--- config.mk ---
export PLATFORM = sky130hd
export DESIGN_NAME = note_notation_tone_decoder
export DESIGN_NICKNAME = d
export VERILOG_FILES = /design/src/rtl/ntd_pkg.sv /design/src/rtl/ntd_parser.sv /design/src/rtl/ntd_freq.sv /design/src/rtl/ntd_div.sv /design/src/rtl/note_notation_tone_decoder.sv
export VERILOG_INCLUDE_DIRS = /design/src /design/src/rtl
export SDC_FILE = /design/constraint.sdc
export NUM_CORES = 1
export LEC_CHECK = 0
export ABC_AREA = 1
export CORE_MARGIN = 1
export CORE_UTILIZATION = 57
export CTS_CLUSTER_SIZE = 28
export DETAILED_ROUTE_END_ITERATION = 8
export DONT_BUFFER_PORTS = 1
export PLACE_DENSITY = 0.71
export SYNTH_ARGS = -nofsm -noshare
export SYNTH_HDL_FRONTEND = slang
export SYNTH_SLANG_ARGS = --single-unit
export TNS_END_PERCENT = 1
--- constraint.sdc ---
create_clock -name clk -period 6.85 [get_ports clk]
set_input_delay 0 -clock clk [delete_from_list [all_inputs] [get_ports clk]]
set_output_delay 0 -clock clk [all_outputs]
set_load 0.01 [all_outputs]
--- src/rtl/note_notation_tone_decoder_assert.svh ---
// Assertion macros for the note notation tone decoder.
// Both expect signals named clk and rst in the scope where they are used.
`ifndef NOTE_NOTATION_TONE_DECODER_ASSERT_SVH
`define NOTE_NOTATION_TONE_DECODER_ASSERT_SVH

// The consequent must hold in the same cycle as the antecedent.
`define NTD_ASSERT_NOW(lbl, ante, cons, msg) \
  lbl: assert property (@(posedge clk) disable iff (rst) (ante) |-> (cons)) \
    else $error(msg);

// The consequent must hold in the cycle after the antecedent.
`define NTD_ASSERT_NEXT(lbl, ante, cons, msg) \
  lbl: assert property (@(posedge clk) disable iff (rst) (ante) |=> (cons)) \
    else $error(msg);

`endif

--- src/rtl/ntd_pkg.sv ---
package ntd_pkg;

  // Fractional bits of the semitone table as used by the frequency datapath.
  localparam int FRAC_BITS = 24;
  localparam int TAB_W     = FRAC_BITS + 1;
  // 55 * 2^(k/12) stays below 128, so seven integer bits are enough.
  localparam int PROD_W    = FRAC_BITS + 7;
  localparam int SH_W      = $clog2(FRAC_BITS + 3);

  localparam int BPM_W     = 10;
  localparam int LEN_W     = 8;
  localparam int DIVISOR_W = BPM_W + LEN_W;
  localparam int QUO_W     = 18;
  localparam int CNT_W     = $clog2(QUO_W + 1);
  localparam logic [QUO_W-1:0] MS_DIVIDEND = 18'd240000;

  localparam logic [7:0] CH_ZERO = 8'h30;
  localparam logic [7:0] CH_NINE = 8'h39;

  // 2^(k/12) for k = 0..11 with 24 fractional bits.
  localparam logic [24:0] SEMITONE_TAB24 [0:11] = '{
    25'd16777216, 25'd17774841, 25'd18831788, 25'd19951585,
    25'd21137968, 25'd22394897, 25'd23726566, 25'd25137421,
    25'd26632170, 25'd28215802, 25'd29893600, 25'd31671166
  };

  // Note letters in semitone order, C first.
  localparam logic [7:0] LETTER_SET [0:11] = '{
    8'h43, 8'h64, 8'h44, 8'h65, 8'h45, 8'h46,
    8'h67, 8'h47, 8'h61, 8'h41, 8'h42, 8'h48
  };

  typedef enum logic [2:0] {
    PH_TEMPO0  = 3'd0,
    PH_TEMPO1  = 3'd1,
    PH_TEMPO2  = 3'd2,
    PH_HDR_SEP = 3'd3,
    PH_LETTER  = 3'd4,
    PH_OCTAVE  = 3'd5,
    PH_LENGTH  = 3'd6,
    PH_TOK_SEP = 3'd7
  } phase_t;

  typedef enum logic [1:0] {
    SEQ_IDLE = 2'd0,
    SEQ_MUL  = 2'd1,
    SEQ_DIV  = 2'd2,
    SEQ_DONE = 2'd3
  } seq_state_t;

  typedef struct packed {
    logic [BPM_W-1:0] bpm;
    logic [7:0]       letter;
    logic [3:0]       octave;
    logic             octave_bad;
  } tok_t;

  function automatic logic is_digit(input logic [7:0] b);
    return (b >= CH_ZERO) && (b <= CH_NINE);
  endfunction

  function automatic logic [3:0] digit_value(input logic [7:0] b);
    logic [7:0] d;
    d = b - CH_ZERO;
    return is_digit(b) ? d[3:0] : 4'd0;
  endfunction

  // Length divisor: '0'..'9' give 1..10, letters from 'A' on continue at 11.
  // Bytes below '0' are flagged elsewhere and return zero here.
  function automatic logic [LEN_W-1:0] len_value(input logic [7:0] b);
    logic [7:0] v;
    v = b - 8'd47;
    if (v > 8'd10) begin
      v = v - 8'd7;
    end
    if (b < CH_ZERO) begin
      v = 8'd0;
    end
    return LEN_W'(v);
  endfunction

  // Semitone index 1..12, zero when the byte is not a note letter.
  function automatic logic [3:0] letter_index(input logic [7:0] b);
    logic [3:0] idx;
    idx = 4'd0;
    for (int i = 0; i < 12; i++) begin
      if (b == LETTER_SET[i]) begin
        idx = 4'(i + 1);
      end
    end
    return idx;
  endfunction

  // Table entry aligned from 24 fractional bits to FRAC_BITS.
  function automatic logic [TAB_W-1:0] table_entry(input logic [3:0] k);
    logic [63:0] t;
    logic [63:0] v;
    t = 64'd0;
    if (k < 4'd12) begin
      t = 64'(SEMITONE_TAB24[k]);
    end
    if (FRAC_BITS >= 24) begin
      v = t << (FRAC_BITS - 24);
    end else begin
      v = (t + (64'd1 << (23 - FRAC_BITS))) >> (24 - FRAC_BITS);
    end
    return v[TAB_W-1:0];
  endfunction

endpackage

--- src/rtl/ntd_parser.sv ---
module ntd_parser import ntd_pkg::*; (
  input  logic       clk,
  input  logic       rst,
  input  logic       accept,
  input  logic [7:0] stream_byte,
  output phase_t     phase,
  output tok_t       tok
);

  phase_t     phase_next;
  logic [3:0] dig;

  assign dig = digit_value(stream_byte);

  always_comb begin
    phase_next = phase;
    if (accept) begin
      case (phase)
        PH_TEMPO0:  phase_next = PH_TEMPO1;
        PH_TEMPO1:  phase_next = PH_TEMPO2;
        PH_TEMPO2:  phase_next = PH_HDR_SEP;
        PH_HDR_SEP: phase_next = PH_LETTER;
        PH_LETTER:  phase_next = PH_OCTAVE;
        PH_OCTAVE:  phase_next = PH_LENGTH;
        PH_LENGTH:  phase_next = PH_TOK_SEP;
        PH_TOK_SEP: phase_next = PH_LETTER;
        default:    phase_next = PH_TEMPO0;
      endcase
    end
  end

  always_ff @(posedge clk) begin
    if (rst) begin
      phase <= PH_TEMPO0;
      tok   <= '0;
    end else begin
      phase <= phase_next;
      if (accept) begin
        case (phase)
          PH_TEMPO0: tok.bpm <= 10'd100 * BPM_W'(dig);
          PH_TEMPO1: tok.bpm <= tok.bpm + 10'd10 * BPM_W'(dig);
          PH_TEMPO2: tok.bpm <= tok.bpm + BPM_W'(dig);
          PH_LETTER: tok.letter <= stream_byte;
          PH_OCTAVE: begin
            tok.octave_bad <= !is_digit(stream_byte);
            tok.octave     <= dig;
          end
          default: ;
        endcase
      end
    end
  end

endmodule

--- src/rtl/ntd_freq.sv ---
module ntd_freq import ntd_pkg::*; (
  input  logic        clk,
  input  logic        rst,
  input  logic        start,
  input  logic [3:0]  idx,
  input  logic [3:0]  octave,
  input  logic        silent,
  output logic [15:0] freq
);

  logic [3:0]        m;
  logic [3:0]        k;
  logic [3:0]        q;
  logic              carry;
  logic [PROD_W-1:0] prod;
  logic [3:0]        q_r;
  logic              silent_r;
  logic [SH_W-1:0]   sh;
  logic [PROD_W:0]   rounded;
  logic [PROD_W:0]   shifted;

  // n = 12*octave + idx + 2 split into a semitone and an octave carry.
  assign m     = idx + 4'd2;
  assign carry = (m >= 4'd12);
  assign k     = carry ? m - 4'd12 : m;
  assign q     = octave + {3'd0, carry};

  always_ff @(posedge clk) begin
    if (rst) begin
      silent_r <= 1'b1;
    end else if (start) begin
      silent_r <= silent;
    end
  end

  always_ff @(posedge clk) begin
    if (start) begin
      prod <= PROD_W'(55) * PROD_W'(table_entry(k));
      q_r  <= q;
    end
  end

  // Second step: rounding right shift by FRAC_BITS + 2 - q.
  assign sh      = SH_W'(FRAC_BITS + 2) - SH_W'(q_r);
  assign rounded = {1'b0, prod} + ((PROD_W + 1)'(1) << (sh - SH_W'(1)));
  assign shifted = rounded >> sh;

  always_ff @(posedge clk) begin
    if (silent_r) begin
      freq <= 16'd0;
    end else if (shifted > (PROD_W + 1)'(16'hFFFF)) begin
      freq <= 16'hFFFF;
    end else begin
      freq <= shifted[15:0];
    end
  end

endmodule

--- src/rtl/ntd_div.sv ---
module ntd_div import ntd_pkg::*; (
  input  logic                 clk,
  input  logic                 rst,
  input  logic                 start,
  input  logic [DIVISOR_W-1:0] divisor,
  output logic                 done,
  output logic [15:0]          quotient
);

  logic                 busy;
  logic [CNT_W-1:0]     cnt;
  logic [DIVISOR_W-1:0] rem;
  logic [QUO_W-1:0]     quo;
  logic [QUO_W-1:0]     dvd;
  logic [DIVISOR_W-1:0] div_reg;
  logic                 round_step;
  logic [DIVISOR_W:0]   a;
  logic [DIVISOR_W+1:0] diff;
  logic                 ge;
  logic                 eq;
  logic                 up;
  logic [QUO_W-1:0]     quo_rnd;

  assign round_step = (cnt == CNT_W'(QUO_W));

  // One subtractor serves both the restoring steps and the final rounding
  // compare, where it sees twice the remainder.
  assign a    = round_step ? {rem, 1'b0} : {rem, dvd[QUO_W-1]};
  assign diff = {1'b0, a} - {2'b00, div_reg};
  assign ge   = !diff[DIVISOR_W+1];
  assign eq   = (a == {1'b0, div_reg});

  // Round to nearest, ties to even.
  assign up      = (ge && !eq) || (eq && quo[0]);
  assign quo_rnd = quo + QUO_W'(up);

  always_ff @(posedge clk) begin
    if (rst) begin
      busy <= 1'b0;
      done <= 1'b0;
      cnt  <= '0;
    end else begin
      done <= busy && round_step && !start;
      if (start) begin
        busy <= 1'b1;
        cnt  <= '0;
      end else if (busy) begin
        if (round_step) begin
          busy <= 1'b0;
        end else begin
          cnt <= cnt + CNT_W'(1);
        end
      end
    end
  end

  always_ff @(posedge clk) begin
    if (start) begin
      rem     <= '0;
      quo     <= '0;
      dvd     <= MS_DIVIDEND;
      div_reg <= divisor;
    end else if (busy) begin
      if (round_step) begin
        quotient <= (quo_rnd > QUO_W'(16'hFFFF)) ? 16'hFFFF : quo_rnd[15:0];
      end else begin
        rem <= ge ? diff[DIVISOR_W-1:0] : a[DIVISOR_W-1:0];
        quo <= {quo[QUO_W-2:0], ge};
        dvd <= {dvd[QUO_W-2:0], 1'b0};
      end
    end
  end

endmodule

--- src/rtl/note_notation_tone_decoder.sv ---
// Note notation tone decoder.
//
// Requests on the input channel (in_valid/in_ready) carry one byte each:
// three tempo digits, a separator, then note tokens of letter, octave digit
// and length character, each followed by a separator. Every length byte
// completes a token and produces one request on the output channel
// (out_valid/out_ready) with frequency, duration, rest and error flags.
// All other bytes are taken back to back while in_ready is high and produce
// nothing. A length byte keeps in_ready low through the tempo-by-length
// product, 18 restoring steps and one rounding step of the shared
// subtract/compare unit in the divider, and the hand-off to the output
// register. The frequency path finishes while the divider is still busy.
// The finished result sits in an output register, so while it waits for
// out_ready the block keeps parsing bytes. The next length byte is still
// taken, but in_ready then stays low until the register is free.
// Reset returns the parser to the first tempo digit, clears tempo and token
// state, drops out_valid and clears the octave shift register, written by
// the user through cfg_we/cfg_data while idle; the block does not check it.
`include "note_notation_tone_decoder_assert.svh"

module note_notation_tone_decoder import ntd_pkg::*; (
  input  logic        clk,
  input  logic        rst,
  input  logic        cfg_we,
  input  logic        cfg_data,
  input  logic [7:0]  stream_byte,
  input  logic        in_valid,
  output logic        in_ready,
  output logic [15:0] tone_freq_hz,
  output logic [15:0] tone_ms,
  output logic        is_rest,
  output logic        bad_token,
  output logic        out_valid,
  input  logic        out_ready
);

  seq_state_t       state;
  seq_state_t       state_next;
  phase_t           parse_phase;
  tok_t             tok;
  logic             octave_shift;
  logic             in_accept;
  logic             token_end;
  logic             div_start;
  logic             div_done;
  logic             load;
  logic [15:0]      div_ms;
  logic [15:0]      freq;

  // Token captured at its length byte.
  logic [3:0]       job_idx;
  logic [3:0]       job_oct;
  logic [BPM_W-1:0] job_bpm;
  logic [LEN_W-1:0] job_len;
  logic             job_oct_bad;
  logic             job_dur_bad;

  assign in_accept = in_valid && in_ready;
  assign token_end = in_accept && (parse_phase == PH_LENGTH);

  always_ff @(posedge clk) begin
    if (rst) begin
      octave_shift <= 1'b0;
    end else if (cfg_we) begin
      octave_shift <= cfg_data;
    end
  end

  ntd_parser u_parser (
    .clk         (clk),
    .rst         (rst),
    .accept      (in_accept),
    .stream_byte (stream_byte),
    .phase       (parse_phase),
    .tok         (tok)
  );

  // The octave shift in force at the length byte is the one that applies.
  always_ff @(posedge clk) begin
    if (token_end) begin
      job_idx     <= letter_index(tok.letter);
      job_oct     <= tok.octave + {3'd0, octave_shift};
      job_bpm     <= tok.bpm;
      job_len     <= len_value(stream_byte);
      job_oct_bad <= tok.octave_bad;
      job_dur_bad <= (stream_byte < CH_ZERO) || (tok.bpm == '0);
    end
  end

  // Sequencer: next state.
  always_comb begin
    state_next = state;
    case (state)
      SEQ_IDLE: if (token_end) state_next = SEQ_MUL;
      SEQ_MUL:  state_next = SEQ_DIV;
      SEQ_DIV:  if (div_done) state_next = SEQ_DONE;
      SEQ_DONE: if (!out_valid || out_ready) state_next = SEQ_IDLE;
      default:  state_next = SEQ_IDLE;
    endcase
  end

  // Sequencer: outputs.
  always_comb begin
    in_ready  = 1'b0;
    div_start = 1'b0;
    load      = 1'b0;
    case (state)
      SEQ_IDLE: in_ready = 1'b1;
      SEQ_MUL:  div_start = 1'b1;
      SEQ_DONE: load = !out_valid || out_ready;
      default: ;
    endcase
  end

  always_ff @(posedge clk) begin
    if (rst) begin
      state <= SEQ_IDLE;
    end else begin
      state <= state_next;
    end
  end

  // The divisor goes straight from the product into the divider's register.
  ntd_div u_div (
    .clk      (clk),
    .rst      (rst),
    .start    (div_start),
    .divisor  (DIVISOR_W'(job_bpm) * DIVISOR_W'(job_len)),
    .done     (div_done),
    .quotient (div_ms)
  );

  // A rest or an unreadable octave gives a silent tone.
  ntd_freq u_freq (
    .clk    (clk),
    .rst    (rst),
    .start  (div_start),
    .idx    (job_idx),
    .octave (job_oct),
    .silent ((job_idx == 4'd0) || job_oct_bad),
    .freq   (freq)
  );

  // Output register; it frees the parser while a result waits.
  always_ff @(posedge clk) begin
    if (rst) begin
      out_valid <= 1'b0;
    end else if (load) begin
      out_valid <= 1'b1;
    end else if (out_ready) begin
      out_valid <= 1'b0;
    end
  end

  always_ff @(posedge clk) begin
    if (load) begin
      tone_freq_hz <= freq;
      tone_ms      <= job_dur_bad ? 16'd0 : div_ms;
      is_rest      <= (job_idx == 4'd0);
      bad_token    <= job_oct_bad || job_dur_bad;
    end
  end

  `NTD_ASSERT_NOW(a_rest_is_silent, out_valid && is_rest, tone_freq_hz == 16'd0,
    "rest delivered with a nonzero frequency")
  `NTD_ASSERT_NEXT(a_token_starts_job, token_end, (state == SEQ_MUL) && !in_ready,
    "length byte did not start the duration computation")
  `NTD_ASSERT_NOW(a_div_done_in_div, div_done, state == SEQ_DIV,
    "divider finished outside the divide phase")

endmodule

==> results_dict.tcl <==
set metrics [dict create \
    grt_pass1_vias 17500 \
    nFillCells 3280 \
    slew_headroom_pct 19.7 \
    routedWlPerCell_um 14.8 \
    grt_usage_pct 26.3 \
    start_util_pct 58.3 \
    max_freq_mhz 160 \
    synthArstFlopShare_pct 0 \
    ios 50 \
    ys.flop_type "edfxtp_1" \
    worstSkewPairLatency_ns 0.55 \
    drc 0 \
    synth_edf_count 131 \
    post_cts_buffers 0 \
    hpwlAfterDp_um 39700 \
    outcome "complete, no violations" \
    synth.ff_latch_count 232 \
    clockBufferDepth 3 \
    synth_cells 2861 \
    top_regs "u_freq.prod (31), u_parser.tok (23)" \
    crit_slowest_cell "edfxtp_1" \
    start_kind "flip-flop" \
    cts_tree "yes" \
    rows 70 \
    vias 17900 \
    yosysTopAreaCellShare_pct 18.3 \
    max_stage_delay_ns 0.52 \
    rsz0062_at_grt "no" \
    synth_cell_types 58 \
    hold_buffers 16 \
    p_leak_uw 0.0115 \
    drt_wl_total_um 49200 \
    regMostFlops "u_freq.prod" \
    antenna_cells 0 \
    synthTopCellsByArea "edfxtp_1 (18%), ha_1 (12%), nand2_1 (11%)" \
    drtIter0Drc 1046 \
    largest_reg_flops 31 \
    die_h_um 196 \
    root_buffer "clkbuf_16" \
    multi_input_area_um2 13100 \
    critPathBufInv 5 \
    synth_area_per_cell_um2 7.50 \
    crit_type "flip-flop to flip-flop" \
    tightestPinTransition_ns 1.20 \
    synthesis.area_um2 21500 \
    yosysTopAreaCell "edfxtp_1" \
    grt.overflow.total 0 \
    synth-seq-area-share_pct 27.8 \
    viasPerCell 5.37 \
    min-delay-path-class "input pin to flip-flop" \
    drt_pass1_iterations 5 \
    maxCapViolCount 0 \
    crit_arrival_ns 6.53 \
    grt_antenna_before_repair 0 \
    setup_violations 0 \
    synthToLayoutAreaGrowth_pct 6.63 \
    whs_ns 0.0457 \
    skew_ns 0.0267 \
    worstPathRequired_ns 7.12 \
    gp_congestion 0.945 \
    grt_max_degree 58 \
    io_buffer_count 0 \
    post_cts_resize_count 0 \
    coreArea_um2 36800 \
    min_period_over_period_pct 91.3 \
    path_max_fanout 8 \
    period_minus_slack_ns 6.26 \
    drv_slew 0 \
    fin_nets 3177 \
    critical-path-top-delay-family "adder cells" \
    layout-drive-gt1-share_pct 4.65 \
    regArea_um2 5960 \
    htree_levels 1 \
    clkSinkCount 232 \
    crit_top_cell "nand2_1" \
    cts_inserted_buffers 26 \
    syn-num-nets 3195 \
    crit_path_end_kind "flip-flop" \
    die_area_um2 38400 \
    detail-route-antenna-nets 0 \
    die_width_um 196 \
    clkTransAtPathRegs_ns 0.06 \
    setup_tns_ns 0 \
    hold_viol_final 0 \
    power.density_nw_per_um2 261 \
    ys_warn_count 0 \
    peakVddDrop_uv 183 \
    grt_first_pass_wirelength_um 83400 \
]
[cell families after synthesis]
kind of cell,after synthesis,share of synthesized area (%)
flip-flops,232,27.8
AND/OR/NAND/NOR,1194,23.8
adder cells (fa/ha/maj),320,22.8
multiplexers,3,0.140
AO/OA/AOI/OAI,406,10.8
XOR/XNOR,85,3.47
buffers and inverters,620,11.1
other,1,0.0175
[tightest hold or removal path, stage by stage]
cell,delay (ns)
inv_1,0.11
ha_1,0.14
inv_1,0.06
a21oi_1,0.13
[layout by cell type (no fill, tap or decap), drive strengths merged, types with 2 or more instances in the layout]
cell type,instances
nand3b,3
edfxtp,131
dlygate4sd3,16
a21boi,9
nor2,222
o2111ai,2
nand3,226
a211oi,7
buf,18
or2,11
o221ai,4
dfxtp,101
xnor2,36
ha,201
inv,540
clkbuf,30
o21ai,128
nand4,23
a22oi,4
o31ai,4
o22ai,23
a31oi,16
clkinv,12
clkinvlp,3
a21o,7
nor4,7
nand2,664
o211ai,18
o21a,8
o21bai,4
mux2i,3
a21oi,167
nor3,33
and2,5
bufinv,3
xor2,49
fa,119
[through the flow]
stage,cell area [um^2],cells,setup WS (ns),power [uW],util (%)
after global routing,22900,3331,0.102,6440,62.2
final,22900,3331,0.593,5980,62.2
after floorplan,21500,2861,0.922,3970,-
after detailed placement,21800,3267,0.583,4560,59.4
after CTS,22900,3331,0.570,5980,62.2
after global placement,21800,3267,0.692,4510,59.4
[layer usage]
metal	up-vias	global-route usage, %	part of all wire, %
met5	-	0	0
met4	0	6.97	2.3
met3	75	2.94	4.3
met2	436	45.3	47
met1	8240	35.2	47
li1	9152	-	-
[power breakdown]
part | internal [uW] | switching (uW)
clock network | 820 | 575
registers | 1750 | 146
logic | 850 | 1840
total | 3420 | 2560
[cells in the mapped netlist (10+ instances only)]
cell type	n
nand4_1	23
buf_1	13
a31oi_1	16
o22ai_1	23
nand3_2	10
dfxtp_1	101
nand2_1	649
a21oi_1	155
xnor2_1	36
or2_2	11
nand2_2	12
edfxtp_1	131
nor3_1	32
xor2_1	49
clkbuf_1	55
ha_1	201
fa_1	119
o21ai_0	119
nor2_1	212
inv_1	533
o211ai_1	18
a21oi_2	12
nand3_1	215
[area by class of cell]
class / count / area share, %
clock buffer: 30 / 2.91
timing repair buffer: 34 / 1.29
clock inverter: 18 / 0.875
multi-input combinational: 2009 / 57.4
tap: 468 / 2.56
sequential: 232 / 26.0
inverter: 540 / 8.89
[path summary, 6_finish.rpt]
kind	start	to	slack (ns)	depth (start not counted)
worst max register to register	job_idx[1]	u_freq.prod[27]	0.59	27
worst max-delay path	job_idx[1]	u_freq.prod[27]	0.59	27
worst min-delay path	stream_byte[1]	job_len[1]	0.05	4
worst min register to register	u_freq.freq[11]	tone_freq_hz[11]	0.40	0
(Power assumes the default switching activity.)
